===== src/rtl/core/pclh_pkg.sv =====
//------------------------------------------------------------------------------
// pclh_pkg
// shared constants, codes, types and helpers of the latency histogram
//------------------------------------------------------------------------------
package pclh_pkg;

	localparam int unsigned CONTEXTS  = 128;
	localparam int unsigned HIST_BINS = 64;

	localparam int unsigned CTX_AW = $clog2(CONTEXTS);
	localparam int unsigned HB_AW  = $clog2(HIST_BINS);

	localparam int unsigned FUNC_W    = 3;
	localparam int unsigned CTX_W     = 7;
	localparam int unsigned DATA_W    = 64;
	localparam int unsigned BIDX_W    = 6;
	localparam int unsigned BIN_W     = 7;
	localparam int unsigned CFG_IDX_W = 2;

	localparam logic [FUNC_W-1:0] F_START    = 3'd0;
	localparam logic [FUNC_W-1:0] F_END      = 3'd1;
	localparam logic [FUNC_W-1:0] F_MARK     = 3'd2;
	localparam logic [FUNC_W-1:0] F_EPTP     = 3'd3;
	localparam logic [FUNC_W-1:0] F_RST_ALL  = 3'd4;
	localparam logic [FUNC_W-1:0] F_HALT_WRD = 3'd5;
	localparam logic [FUNC_W-1:0] F_HALT_ONE = 3'd6;
	localparam logic [FUNC_W-1:0] F_READ     = 3'd7;

	localparam logic [CFG_IDX_W-1:0] CFG_ONLY_NESTED = 2'd0;
	localparam logic [CFG_IDX_W-1:0] CFG_REQ_EVENT   = 2'd1;
	localparam logic [CFG_IDX_W-1:0] CFG_REQ_L1      = 2'd2;

	localparam logic [31:0]      HALT_EXIT_WORD = 32'h0000_0080;
	localparam logic [BIN_W-1:0] NO_BIN         = 7'd64;

	typedef struct packed {
		logic load;
		logic exec;
		logic commit;
	} pclh_cmd_t;

	function automatic logic [BIN_W-1:0] bit_len_min1(input logic [DATA_W-1:0] v);
		logic [BIN_W-1:0] n;
		n = '0;
		for (int i = 0; i < DATA_W; i++) begin
			if (v[i]) begin
				n = BIN_W'(i + 1);
			end
		end
		return (n == '0) ? BIN_W'(1) : n;
	endfunction

endpackage


===== src/rtl/core/pclh_ctrl.sv =====
//------------------------------------------------------------------------------
// pclh_ctrl
// sequencer: accept, context lookup, histogram commit, output beat hold
//------------------------------------------------------------------------------
module pclh_ctrl import pclh_pkg::*; (
	input  logic       clk,
	input  logic       arst_n,
	input  logic       in_valid,
	output logic       in_ready,
	output logic       out_valid,
	input  logic       out_ready,
	output pclh_cmd_t  cmd
);

	localparam logic [1:0] S_IDLE = 2'd0;
	localparam logic [1:0] S_RD   = 2'd1;
	localparam logic [1:0] S_UPD  = 2'd2;

	logic [1:0] state_q;
	logic [1:0] state_nx;
	logic       out_valid_q;
	logic       out_free;

	assign in_ready   = (state_q == S_IDLE);
	assign out_free   = !out_valid_q || out_ready;
	assign cmd.load   = in_valid && in_ready;
	assign cmd.exec   = (state_q == S_RD);
	assign cmd.commit = (state_q == S_UPD) && out_free;
	assign out_valid  = out_valid_q;

	always_comb begin
		state_nx = state_q;
		case (state_q)
			S_IDLE: begin
				if (cmd.load) begin
					state_nx = S_RD;
				end
			end
			S_RD: begin
				state_nx = S_UPD;
			end
			S_UPD: begin
				if (cmd.commit) begin
					state_nx = S_IDLE;
				end
			end
			default: begin
				state_nx = S_IDLE;
			end
		endcase
	end

	always_ff @(posedge clk or negedge arst_n) begin
		if (!arst_n) begin
			state_q     <= S_IDLE;
			out_valid_q <= 1'b0;
		end else begin
			state_q <= state_nx;
			if (cmd.commit) begin
				out_valid_q <= 1'b1;
			end else if (out_ready) begin
				out_valid_q <= 1'b0;
			end
		end
	end

endmodule


===== config.mk =====
export PLATFORM = sky130hd
export DESIGN_NAME = pclh_ctrl
export DESIGN_NICKNAME = d
export VERILOG_FILES = /design/src/rtl/core/pclh_pkg.sv /design/src/rtl/core/pclh_ctrl.sv
export SDC_FILE = /design/constraint.sdc
export NUM_CORES = 1
export LEC_CHECK = 0
export BUFFER_PORTS_ARGS = -buffer_cell sky130_fd_sc_hd__buf_2
export CORE_AREA = 2 2 39 41
export DETAILED_ROUTE_END_ITERATION = 8
export DIE_AREA = 0 0 41 43
export SYNTH_ARGS = -nofsm -noshare
export SYNTH_HDL_FRONTEND = slang
export SYNTH_SLANG_ARGS = --single-unit

===== constraint.sdc =====
create_clock -name clk -period 0.8 [get_ports clk]
set_input_delay 0.08 -clock clk [delete_from_list [all_inputs] [get_ports clk]]
set_output_delay 0.08 -clock clk [all_outputs]
set_load 0.01 [all_outputs]

## Word-level counts from Yosys, hierarchy flattened

Cells that the tools add are included.

| operators by class | value |
|---|---|
| equality and inequality tests | 4 |
| multiplexer cells | 5 |
| reductions and logical operators | 7 |

Operators with widths:

| cell | number |
|---|---|
| 2-bit one-hot mux with 3 select lines | 1 |
| 2-bit two-way mux | 2 |
| 2-bit by 1-bit == test with 1-bit output, second input constant | 1 |
| 2-bit == test, second input constant | 1 |
| 1-bit logical AND | 2 |
| 2-bit logical NOT | 1 |
| 1-bit two-way mux | 2 |
| 2-bit by 1-bit != test with 1-bit output, second input constant | 1 |
| 2-bit != test, second input constant | 1 |
| 2-bit AND reduction | 1 |
| 2-bit nonzero test | 1 |
| 1-bit logical NOT | 1 |
| 1-bit logical OR | 1 |

| storage, ports and cells | value |
|---|---|
| register bits | 3 |
| input port bits | 4 |
| output and inout bits | 5 |
| logic and storage cells | 18 |

## Logic depth before layout (Yosys ltp)

Gate-level depths: netlist of the first run.

| depth | value |
|---|---|
| depth in word-level cells | 5 |
| gate-level depth with buffers | 2 |
| mapped depth without buffers | 2 |

## Worst setup path before layout of the first run

No wires, ideal clock.

| timing path | value |
|---|---|
| path kind | register -> output |
| from | register state_q[1] |
| to | output cmd[2] (netlist bit) |
| data arrival time | 0.756 ns |
| data required time | 0.720 ns |
| setup slack | -0.036 ns |
| cell stages (with the launch flop) | 3 |
| path buffers | 0 |
| path through | dfrtp_1 > nor2_2 > and2_1 |

RTL lines:

| what | RTL line | RTL |
|---|---|---|
| start: declaration | pclh_ctrl.sv:19 | `logic [1:0] state_q;` |
| start signal: assignment | pclh_ctrl.sv:58 | `state_q <= state_nx;` |
| end: declaration | pclh_ctrl.sv:12 | `output pclh_cmd_t cmd` |

==> results of run 1 <==
repair_timing:
action,in CTS,in global routing
resized for setup,3,3
hold buffers,1,0
endpoints found under the setup margin,6,7
endpoints found under the hold margin,3,0
pin swaps,2,1
buffers inserted,2,0
cells in the final DEF (no fill, tap or decap):
cell           n
nor2_2         1
nand2b_4       1
o21bai_1       1
nand2_1        1
buf_6          4
clkbuf_4       3
nor2b_4        1
buf_4          1
nand2b_1       1
clkbuf_1       1
nor2b_2        1
and2_1         2
dfrtp_1        3
dlygate4sd3_1  1
buf_2          6
worst reg2reg max path, stage by stage, from the launching register on:
cell and delay, ps:
dfrtp_1 410, buf_6 130, nor2b_4 110, o21bai_1 110
power by group through the flow:
stage	registers, mW	clock network (mW)	logic, mW
after floorplan	0.245	0	0.136
after global placement	0.236	0	0.258
after detailed placement	0.237	0	0.260
after CTS	0.235	0.276	0.370
after global routing	0.252	0.297	0.441
final	0.247	0.259	0.405
flip-flops by register name, indices dropped and copies added (netlist names):
name / flops
out_valid: 1
state_q: 2
worst paths after layout:
path,slack [ps],from,end,depth (start not counted)
max,-290,state_q[1],cmd[0],4
max reg2reg,-40,state_q[1],state_q[1],3
min reg2reg,620,state_q[0],out_valid,2
min in group asynchronous,180,arst_n,state_q[1],2
max in group asynchronous,520,arst_n,state_q[0],2
min,70,in_valid,state_q[0],2
final cells by class:
type	count	area, sq um
clock buffers	4	26.3
fillers	150	1100
multi-input cells	9	72.6
flip-flops and latches	3	75.1
well taps	16	20.0
repair buffers	12	92.6
per-stage QoR:
stage | hold WS (ps) | power (mW) | util, % | area, sq um | setup slack (ps)
after detailed placement | -122 | 0.497 | 14.6 | 203 | -65.2
after CTS | 61.0 | 0.880 | 19.7 | 273 | -307
after floorplan | -216 | 0.381 | - | 135 | -12.2
final | 69.0 | 0.911 | 20.7 | 287 | -291
after global routing | 83.1 | 0.990 | 20.7 | 287 | -374
after global placement | -123 | 0.494 | 14.6 | 203 | -66.1
kinds of logic after synthesis:
family | count (synthesis) | share of synthesized area, %
compound gates | 1 | 5.66
flops | 3 | 56.6
simple gates | 8 | 37.7
metal layers:
metal	wire (um)	global-route usage (%)	vias to the layer above	part of all wire, %
met5	0	0	-	0
met4	0	8.00	0	0
met3	31	6.28	0	11
met2	160	5.94	5	55
met1	100	2.27	66	34
li1	-	-	69	-
==> impl_results.md, run 1 <==
* Clock period minus worst slack at 1090 ps
* Crit-path max cell delay at 390 ps
* DRC violations left at 0
* Standard cell with the maximum stage delay on the critical path: dfrtp_1
* Critical Path Fanout Max at 3
* Crit Path Class: flip-flop to output pin
* Average via count per standard cell at 3.18
* Horizontal extent of the die at 41 um
* Buffers on Ports at 8
* EDFF count, synth at 0
* CP Data Arrival Time at 1010 ps
* Pre-Repair DR Iteration Count at 1
* Grt ovf at 0
* Worst slew slack as a fraction of its limit at 90.1%
* Cell Area, Synth at 133 sq um
* Skew final at 0.315 ps
* Sequential share of the synthesized area at 56.6%
* Number of buffers between clock root and the deepest sink at 2
* Result of the run: complete, but fails checks
* Sw Share at 29.9%
* Part of the total power dissipated in combinational logic at 44.4%
* Synth top area share at 56.6%
* Sequential cell fraction of total power at 27.1%
* Capturing element type of the critical path: output pin
* Maximum number of pins on one net before global-route repair at 4
* Average detailed-routed wire length per instance at 6.64 um
* Violated checks: negative setup slack
* Finish-stage setup viols at 6
* Wirelength, routed at 292 um
* Clock edge transition at the registers on the reported setup and hold paths at 40 ps
* Hold Vio Cnt, Final at 0
* Overall die height at 43 um
* Buffers and inverters on the worst path at 2
* Smallest setup slack after layout at -291 ps
* Number of nets produced by synthesis at 16
* Antenna violation net count after detailed routing at 0
* First-pass GRT wire length at 455 um
* Sum Neg Setup Slack at -1070 ps
* Max-cap violations at 0
* Cell-internal power at 0.639 mW
* Static leakage at 0.143 nW
* Effective utilization at floorplan at 9.58%
* Switching component of the power at 0.273 mW
* Share of cells above drive strength 1 at 64.3%
* Post-synth top area cell: dfrtp_1
* Vias in the first global route at 136
* Iteration-0 DRC count of the detailed router at 0
* Instance count of the mapped netlist at 12
* Routability congestion estimate from global placement at 0.492
* Std-Cell Rows at 14
* Final net count at 33
* Via count of the routed design at 140
* Synthesized area per cell at 11.1 sq um
* Setup repair after global routing missed its margin: true
* Critical-path cell list: buf_6 > nand2b_4 > nor2b_2 > buf_2
* Worst endpoint required time at 720 ps
* # H-tree levels at 1
* Pin slew with the least headroom to its limit at 148 ps
* Class of the worst hold path: input port to flip-flop
* Async set-reset flop share out of synthesis at 100%
* TritonCTS clock tree: done
* Top flip-flop cell by instance count after synthesis: dfrtp_1
* Die area at 1760 sq um
* Ports at 9
* Number of antenna repair diodes at 0
* Top post-synthesis cells by count: 3 x dfrtp_1, 2 x and2_1, 2 x nand2b_1
* CTS Buf Count at 3
* Synth warnings at 0
* Synth Register Bits at 3
* Tot GR Track Use at 5.03%
* Relative contribution of the clock network to total power at 28.5%
* Achievable Freq at 0.917 GHz
* Leading cell types by total area after synthesis: dfrtp_1 57%, and2_1 9.4%, nand2b_1 9.4%
* Cell count after placement at 37
* Power per Cell Area at 3180 nW/um^2
* Startpoint type of the worst setup path: flip-flop
* CTS Sinks at 3
* Worst IR Drop VDD at 0.544 mV
* Fin crit share at 136%
* Layout Cells excl Fill at 44
* Most frequently used cell type in the post-synthesis netlist: dfrtp_1
* Worst-skew pair later-pin latency at 230 ps
* Clk root buf: clkbuf_4
* Number of antenna violations at the first check in global routing at 0
* Max Slew Vio Count at 0
* Layout-stage area growth over the synthesis result at 116%
* Count of cell types in the netlist at 8
* Core Footprint at 1380 sq um
* Cell family with most CP delay: flip-flops
Power figures use the tool's default switching activity.
==> run 2: changes to the inputs <==
Settings changed: BUFFER_PORTS_ARGS -buffer_cell sky130_fd_sc_hd__buf_2 to default, DONT_BUFFER_PORTS from default to 1, REMOVE_ABC_BUFFERS from default to 1.
==> impl_results.md, run 2 (synthesized netlist as in run 1, its figures left out) <==
* Worst flop-to-flop path endpoint: state_q[1]
* Number of buffers between clock root and the deepest sink at 2
* Routability congestion estimate from global placement at 0.525
* Part of the total power dissipated in combinational logic at 41.5%
* TritonCTS clock tree: done
* Final net count at 28
* Ports at 9
* CTS Sinks at 3
* Pin slew with the least headroom to its limit at 141 ps
* Relative contribution of the clock network to total power at 29.2%
* Clock edge transition at the registers on the reported setup and hold paths at 40 ps
* Via count of the routed design at 126
* Sequential cell fraction of total power at 29.3%
* Critical Path Fanout Max at 3
* Cell family with most CP delay: flip-flops
* Die area at 1760 sq um
* Wirelength, routed at 305 um
* Average via count per standard cell at 3.23
* Number of antenna violations at the first check in global routing at 0
* Crit Path Class: flip-flop to output pin
* Top reg by flops: state_q
* Worst Reg-to-Reg Cells at 3
* Result of the run: complete, but fails checks
* Post-route standard cell area excluding fillers at 270 sq um
* Violated checks: negative setup slack
* Buffers and inverters on the worst path at 0
* Effective utilization at floorplan at 9.58%
* Hold Vio Cnt, Final at 0
* First-pass GRT wire length at 393 um
* Iteration-0 DRC count of the detailed router at 2
* Pre-CTS setup slack at -64.1 ps
* Grt ovf at 0
* Worst slew slack as a fraction of its limit at 90.6%
* Cell count after placement at 32
* Layout Cells excl Fill at 39
* Overall die height at 43 um
* Maximum number of pins on one net before global-route repair at 4
* Critical-path cell list: nor2_4 > and2_4
* Final standard cell utilization of the core at 19.5%
* Tot GR Track Use at 4.53%
* Worst-skew pair later-pin latency at 230 ps
* Static leakage at 0.125 nW
* Skew final at 0.588 ps
* Vias in the first global route at 109
* Achievable Freq at 0.964 GHz
* Number of antenna repair diodes at 0
* R2R Path Start: state_q[0]
* Max-cap violations at 0
* Layout-stage area growth over the synthesis result at 104%
* Cell-internal power at 0.617 mW
* Highest-count cells in the layout ignoring fill and taps: 3 x clkbuf_4, 3 x buf_4, 2 x dlygate4sd3_1, 2 x dfrtp_1, 2 x buf_6
* Share of cells above drive strength 1 at 65.2%
* Startpoint type of the worst setup path: flip-flop
* Area after DPL at 183 sq um
* Sum Neg Setup Slack at -987 ps
* Max Slew Vio Count at 0
* Switching component of the power at 0.277 mW
* Finish-stage setup viols at 6
* Setup repair after global routing missed its margin: true
* Fin crit share at 130%
* DRC violations left at 0
* Core Footprint at 1380 sq um
* Final hold slack at 100 ps
* Capturing element type of the critical path: output pin
* CP Data Arrival Time at 960 ps
* Worst endpoint required time at 720 ps
* Horizontal extent of the die at 41 um
* Sw Share at 31.0%
* Buffers on Ports at 0
* Worst IR Drop VDD at 0.464 mV
* Antenna violation net count after detailed routing at 0
* Average detailed-routed wire length per instance at 7.82 um
* Total power at 0.894 mW
* Clk root buf: clkbuf_4
* Max FFs per register at 2
* Clock period minus worst slack at 1040 ps
* Setup slack of the worst register-to-register path at -110 ps
* Standard cell with the maximum stage delay on the critical path: dfrtp_2
* # H-tree levels at 1
* Power per Cell Area at 3310 nW/um^2
* CTS Buf Count at 3
* Std-Cell Rows at 14
* Pre-Repair DR Iteration Count at 2
* Crit-path max cell delay at 440 ps
* Class of the worst hold path: input port to async pin
* Smallest setup slack after layout at -238 ps
[run 2: per-layer routing]
layer / vias up / GRT usage, % / part of all wire (%)
met4: 0 / 8.00 / 0
met1: 63 / 2.27 / 34
met3: 0 / 6.28 / 11
met2: 5 / 4.38 / 54
met5: - / 0 / 0
li1: 58 / - / -
[run 2: worst register-to-register path, cell delays in order, from the launching register on]
cell and delay [ps]:
dfrtp_1 400, nand2b_4 170, buf_6 120, o21bai_1 140
[run 2: worst max-delay path by stage]
stage,start,endpoint,cells after the start
2_1_floorplan,state_q[1],cmd[2],2
3_3_place_gp,state_q[0],cmd[0],2
3_5_place_dp,state_q[0],cmd[0],2
4_1_cts,state_q[1],cmd[2],2
5_1_grt,state_q[1],cmd[2],2
6_report,state_q[1],cmd[2],2
[run 2: layout make-up]
cell class	count	area [sq um]
sequential	3	76.3
tap	16	20.0
fill	162	1110
timing repair buffer	7	65.1
clock buffer	4	26.3
multi-input combinational	9	82.6
[run 2: timing repair]
action / in CTS / in global routing
pin swaps: 2 / 3
hold buffers: 2 / 0
setup endpoints to repair: 6 / 8
gates resized for setup: 5 / 4
buffers inserted: 0 / 1
hold endpoints to repair: 4 / 0
[run 2: power groups by stage]
stage	Sequential (mW)	Combinational (mW)	Clock (mW)
floorplan	0.245	0.130	0
global placement	0.237	0.255	0
detailed placement	0.238	0.256	0
CTS	0.250	0.325	0.277
global route	0.271	0.403	0.293
finish	0.262	0.371	0.261
==> run 3: changes to the inputs <==
--- a/config.mk
+++ b/config.mk
@@ -11,2 +11,3 @@
 export DONT_BUFFER_PORTS = 1
+export PLACE_DENSITY_LB_ADDON = 0.2
 export REMOVE_ABC_BUFFERS = 1
==> constraint.sdc (replaced) <==
create_clock -name clk -period 0.8 [get_ports clk]
set_input_delay 0.04 -clock clk [delete_from_list [all_inputs] [get_ports clk]]
set_output_delay 0.04 -clock clk [all_outputs]
set_load 0.01 [all_outputs]
==> impl_results.md, run 3 (synthesized netlist as in run 1, its figures left out) <==
* Average via count per standard cell at 3.15
* Layout Cells excl Fill at 39
* Clock period minus worst slack at 1010 ps
* Top reg by flops: state_q
* CTS Buf Count at 3
* Max Slew Vio Count at 0
* First-pass GRT wire length at 448 um
* Clk root buf: clkbuf_4
* Vias in the first global route at 122
* Crit Path Class: flip-flop to output pin
* Part of the total power dissipated in combinational logic at 44.2%
* Smallest setup slack after layout at -207 ps
* Capturing element type of the critical path: output pin
* Startpoint of the tightest hold check path: out_ready
* Clock edge transition at the registers on the reported setup and hold paths at 30 ps
* Result of the run: complete, but fails checks
* Highest-count cells in the layout ignoring fill and taps: 3 x clkbuf_4, 2 x dlygate4sd3_1, 2 x dfrtp_1, 2 x buf_4, 2 x buf_6
* CP Data Arrival Time at 970 ps
* Worst Reg-to-Reg Cells at 4
* CTS Sinks at 3
* Commonest non-fill, non-tap cell in the layout: clkbuf_4
* Endpoint, Worst Hold: out_valid
* Average detailed-routed wire length per instance at 8.21 um
* Number of antenna repair diodes at 0
* Antenna violation net count after detailed routing at 0
* Power per Cell Area at 3350 nW/um^2
* Buffers on Ports at 0
* TritonCTS clock tree: done
* Final net count at 28
* Achievable Freq at 0.993 GHz
* # H-tree levels at 1
* Max-cap violations at 0
* Std-Cell Rows at 14
* Number of stages on the worst hold path at 2
* Class of the worst hold path: input port to flip-flop
* Worst slew slack as a fraction of its limit at 88.9%
* Pre-Repair DR Iteration Count at 1
* DRC violations left at 0
* Startpoint type of the worst setup path: flip-flop
* Share of cells above drive strength 1 at 60.9%
* Worst IR Drop VDD at 1.15 mV
* Static leakage at 0.130 nW
* Die area at 1760 sq um
* Cell-internal power at 0.655 mW
* Skew final at 2.07 ps
* Layout-stage area growth over the synthesis result at 111%
* Grt ovf at 0
* Setup slack of the worst register-to-register path at -120 ps
* Pin slew with the least headroom to its limit at 166 ps
* Number of antenna violations at the first check in global routing at 0
* Routability congestion estimate from global placement at 0.613
* Pre-CTS setup slack at -17.4 ps
* Critical Path Fanout Max at 3
* Iteration-0 DRC count of the detailed router at 0
* Worst-skew pair later-pin latency at 230 ps
* Worst endpoint required time at 760 ps
* Ports at 9
* Sw Share at 30.2%
* Switching component of the power at 0.283 mW
* Finish-stage setup viols at 6
* Max FFs per register at 2
* Core Footprint at 1380 sq um
* Fin crit share at 126%
* Wirelength, routed at 320 um
* R2R Path Start: state_q[1]
* Cell count after placement at 31
* Number of buffers between clock root and the deepest sink at 2
* Worst flop-to-flop path endpoint: state_q[1]
* Setup repair after global routing missed its margin: true
* Relative contribution of the clock network to total power at 27.7%
* Maximum number of pins on one net before global-route repair at 4
* Hold Vio Cnt, Final at 0
* Via count of the routed design at 123
* Violated checks: negative setup slack
* Sequential cell fraction of total power at 28.1%
* Effective utilization at floorplan at 9.58%
* Overall die height at 43 um
* Horizontal extent of the die at 41 um
* Tot GR Track Use at 4.92%
-- run 3: timing repair --
action                     CTS  global route
hold buffers                 2             0
hold endpoints to repair     4             0
buffers inserted             0             2
pin swaps                    2             1
setup endpoints to repair    5             7
gates resized for setup      4             4
-- run 3: how the worst max path moves through the flow --
| stage | from | endpoint | slack [ps] | depth (start not counted) |
|---|---|---|---|---|
| 2_1_floorplan | state_q[0] | state_q[1] | -2 | 2 |
| 3_3_place_gp | state_q[0] | cmd[0] | -20 | 2 |
| 3_5_place_dp | state_q[0] | cmd[0] | -20 | 2 |
| 4_1_cts | state_q[1] | cmd[2] | -230 | 2 |
| 5_1_grt | state_q[1] | cmd[2] | -260 | 2 |
| 6_report | state_q[1] | cmd[2] | -210 | 2 |
-- run 3: routing by layer --
| metal | vias up | routed length (um) | GRT usage [%] |
|---|---|---|---|
| li1 | 59 | - | - |
| met1 | 54 | 118 | 4.19 |
| met2 | 10 | 138 | 4.69 |
| met3 | 0 | 62 | 7.85 |
| met4 | 0 | 0 | 4.00 |
| met5 | - | 0 | 0 |
-- run 3: final cells by class --
type,instances,area (sq um)
Tap cell,16,20.0
Clock buffer,4,26.3
Multi-Input combinational cell,9,80.1
Fill cell,156,1100
Sequential cell,3,76.3
Timing Repair Buffer,7,77.6
-- run 3: worst max-delay path: stages, from the launching register on --
cell and delay (ps):
dfrtp_2 440, nor2_4 140, and2_4 160
-- run 3: per-stage QoR --
stage | util (%) | cell area (sq um) | total power, mW | hold slack (ps) | TNS, ps
floorplan | - | 133 | 0.375 | -256 | -2.49
global placement | 12.7 | 175 | 0.476 | -256 | -19.0
detailed placement | 12.7 | 175 | 0.477 | -255 | -33.5
finish | 20.3 | 280 | 0.938 | 47.3 | -902
global route | 20.3 | 280 | 1.02 | 55.6 | -1200
CTS | 17.3 | 239 | 0.823 | 36.3 | -826
-- run 3: power groups by stage --
stage	logic [mW]	registers (mW)	clock network, mW
2_1_floorplan	0.130	0.245	0
3_5_place_dp	0.240	0.237	0
5_1_grt	0.448	0.269	0.299
3_3_place_gp	0.237	0.238	0
6_report	0.415	0.264	0.260
4_1_cts	0.300	0.248	0.276
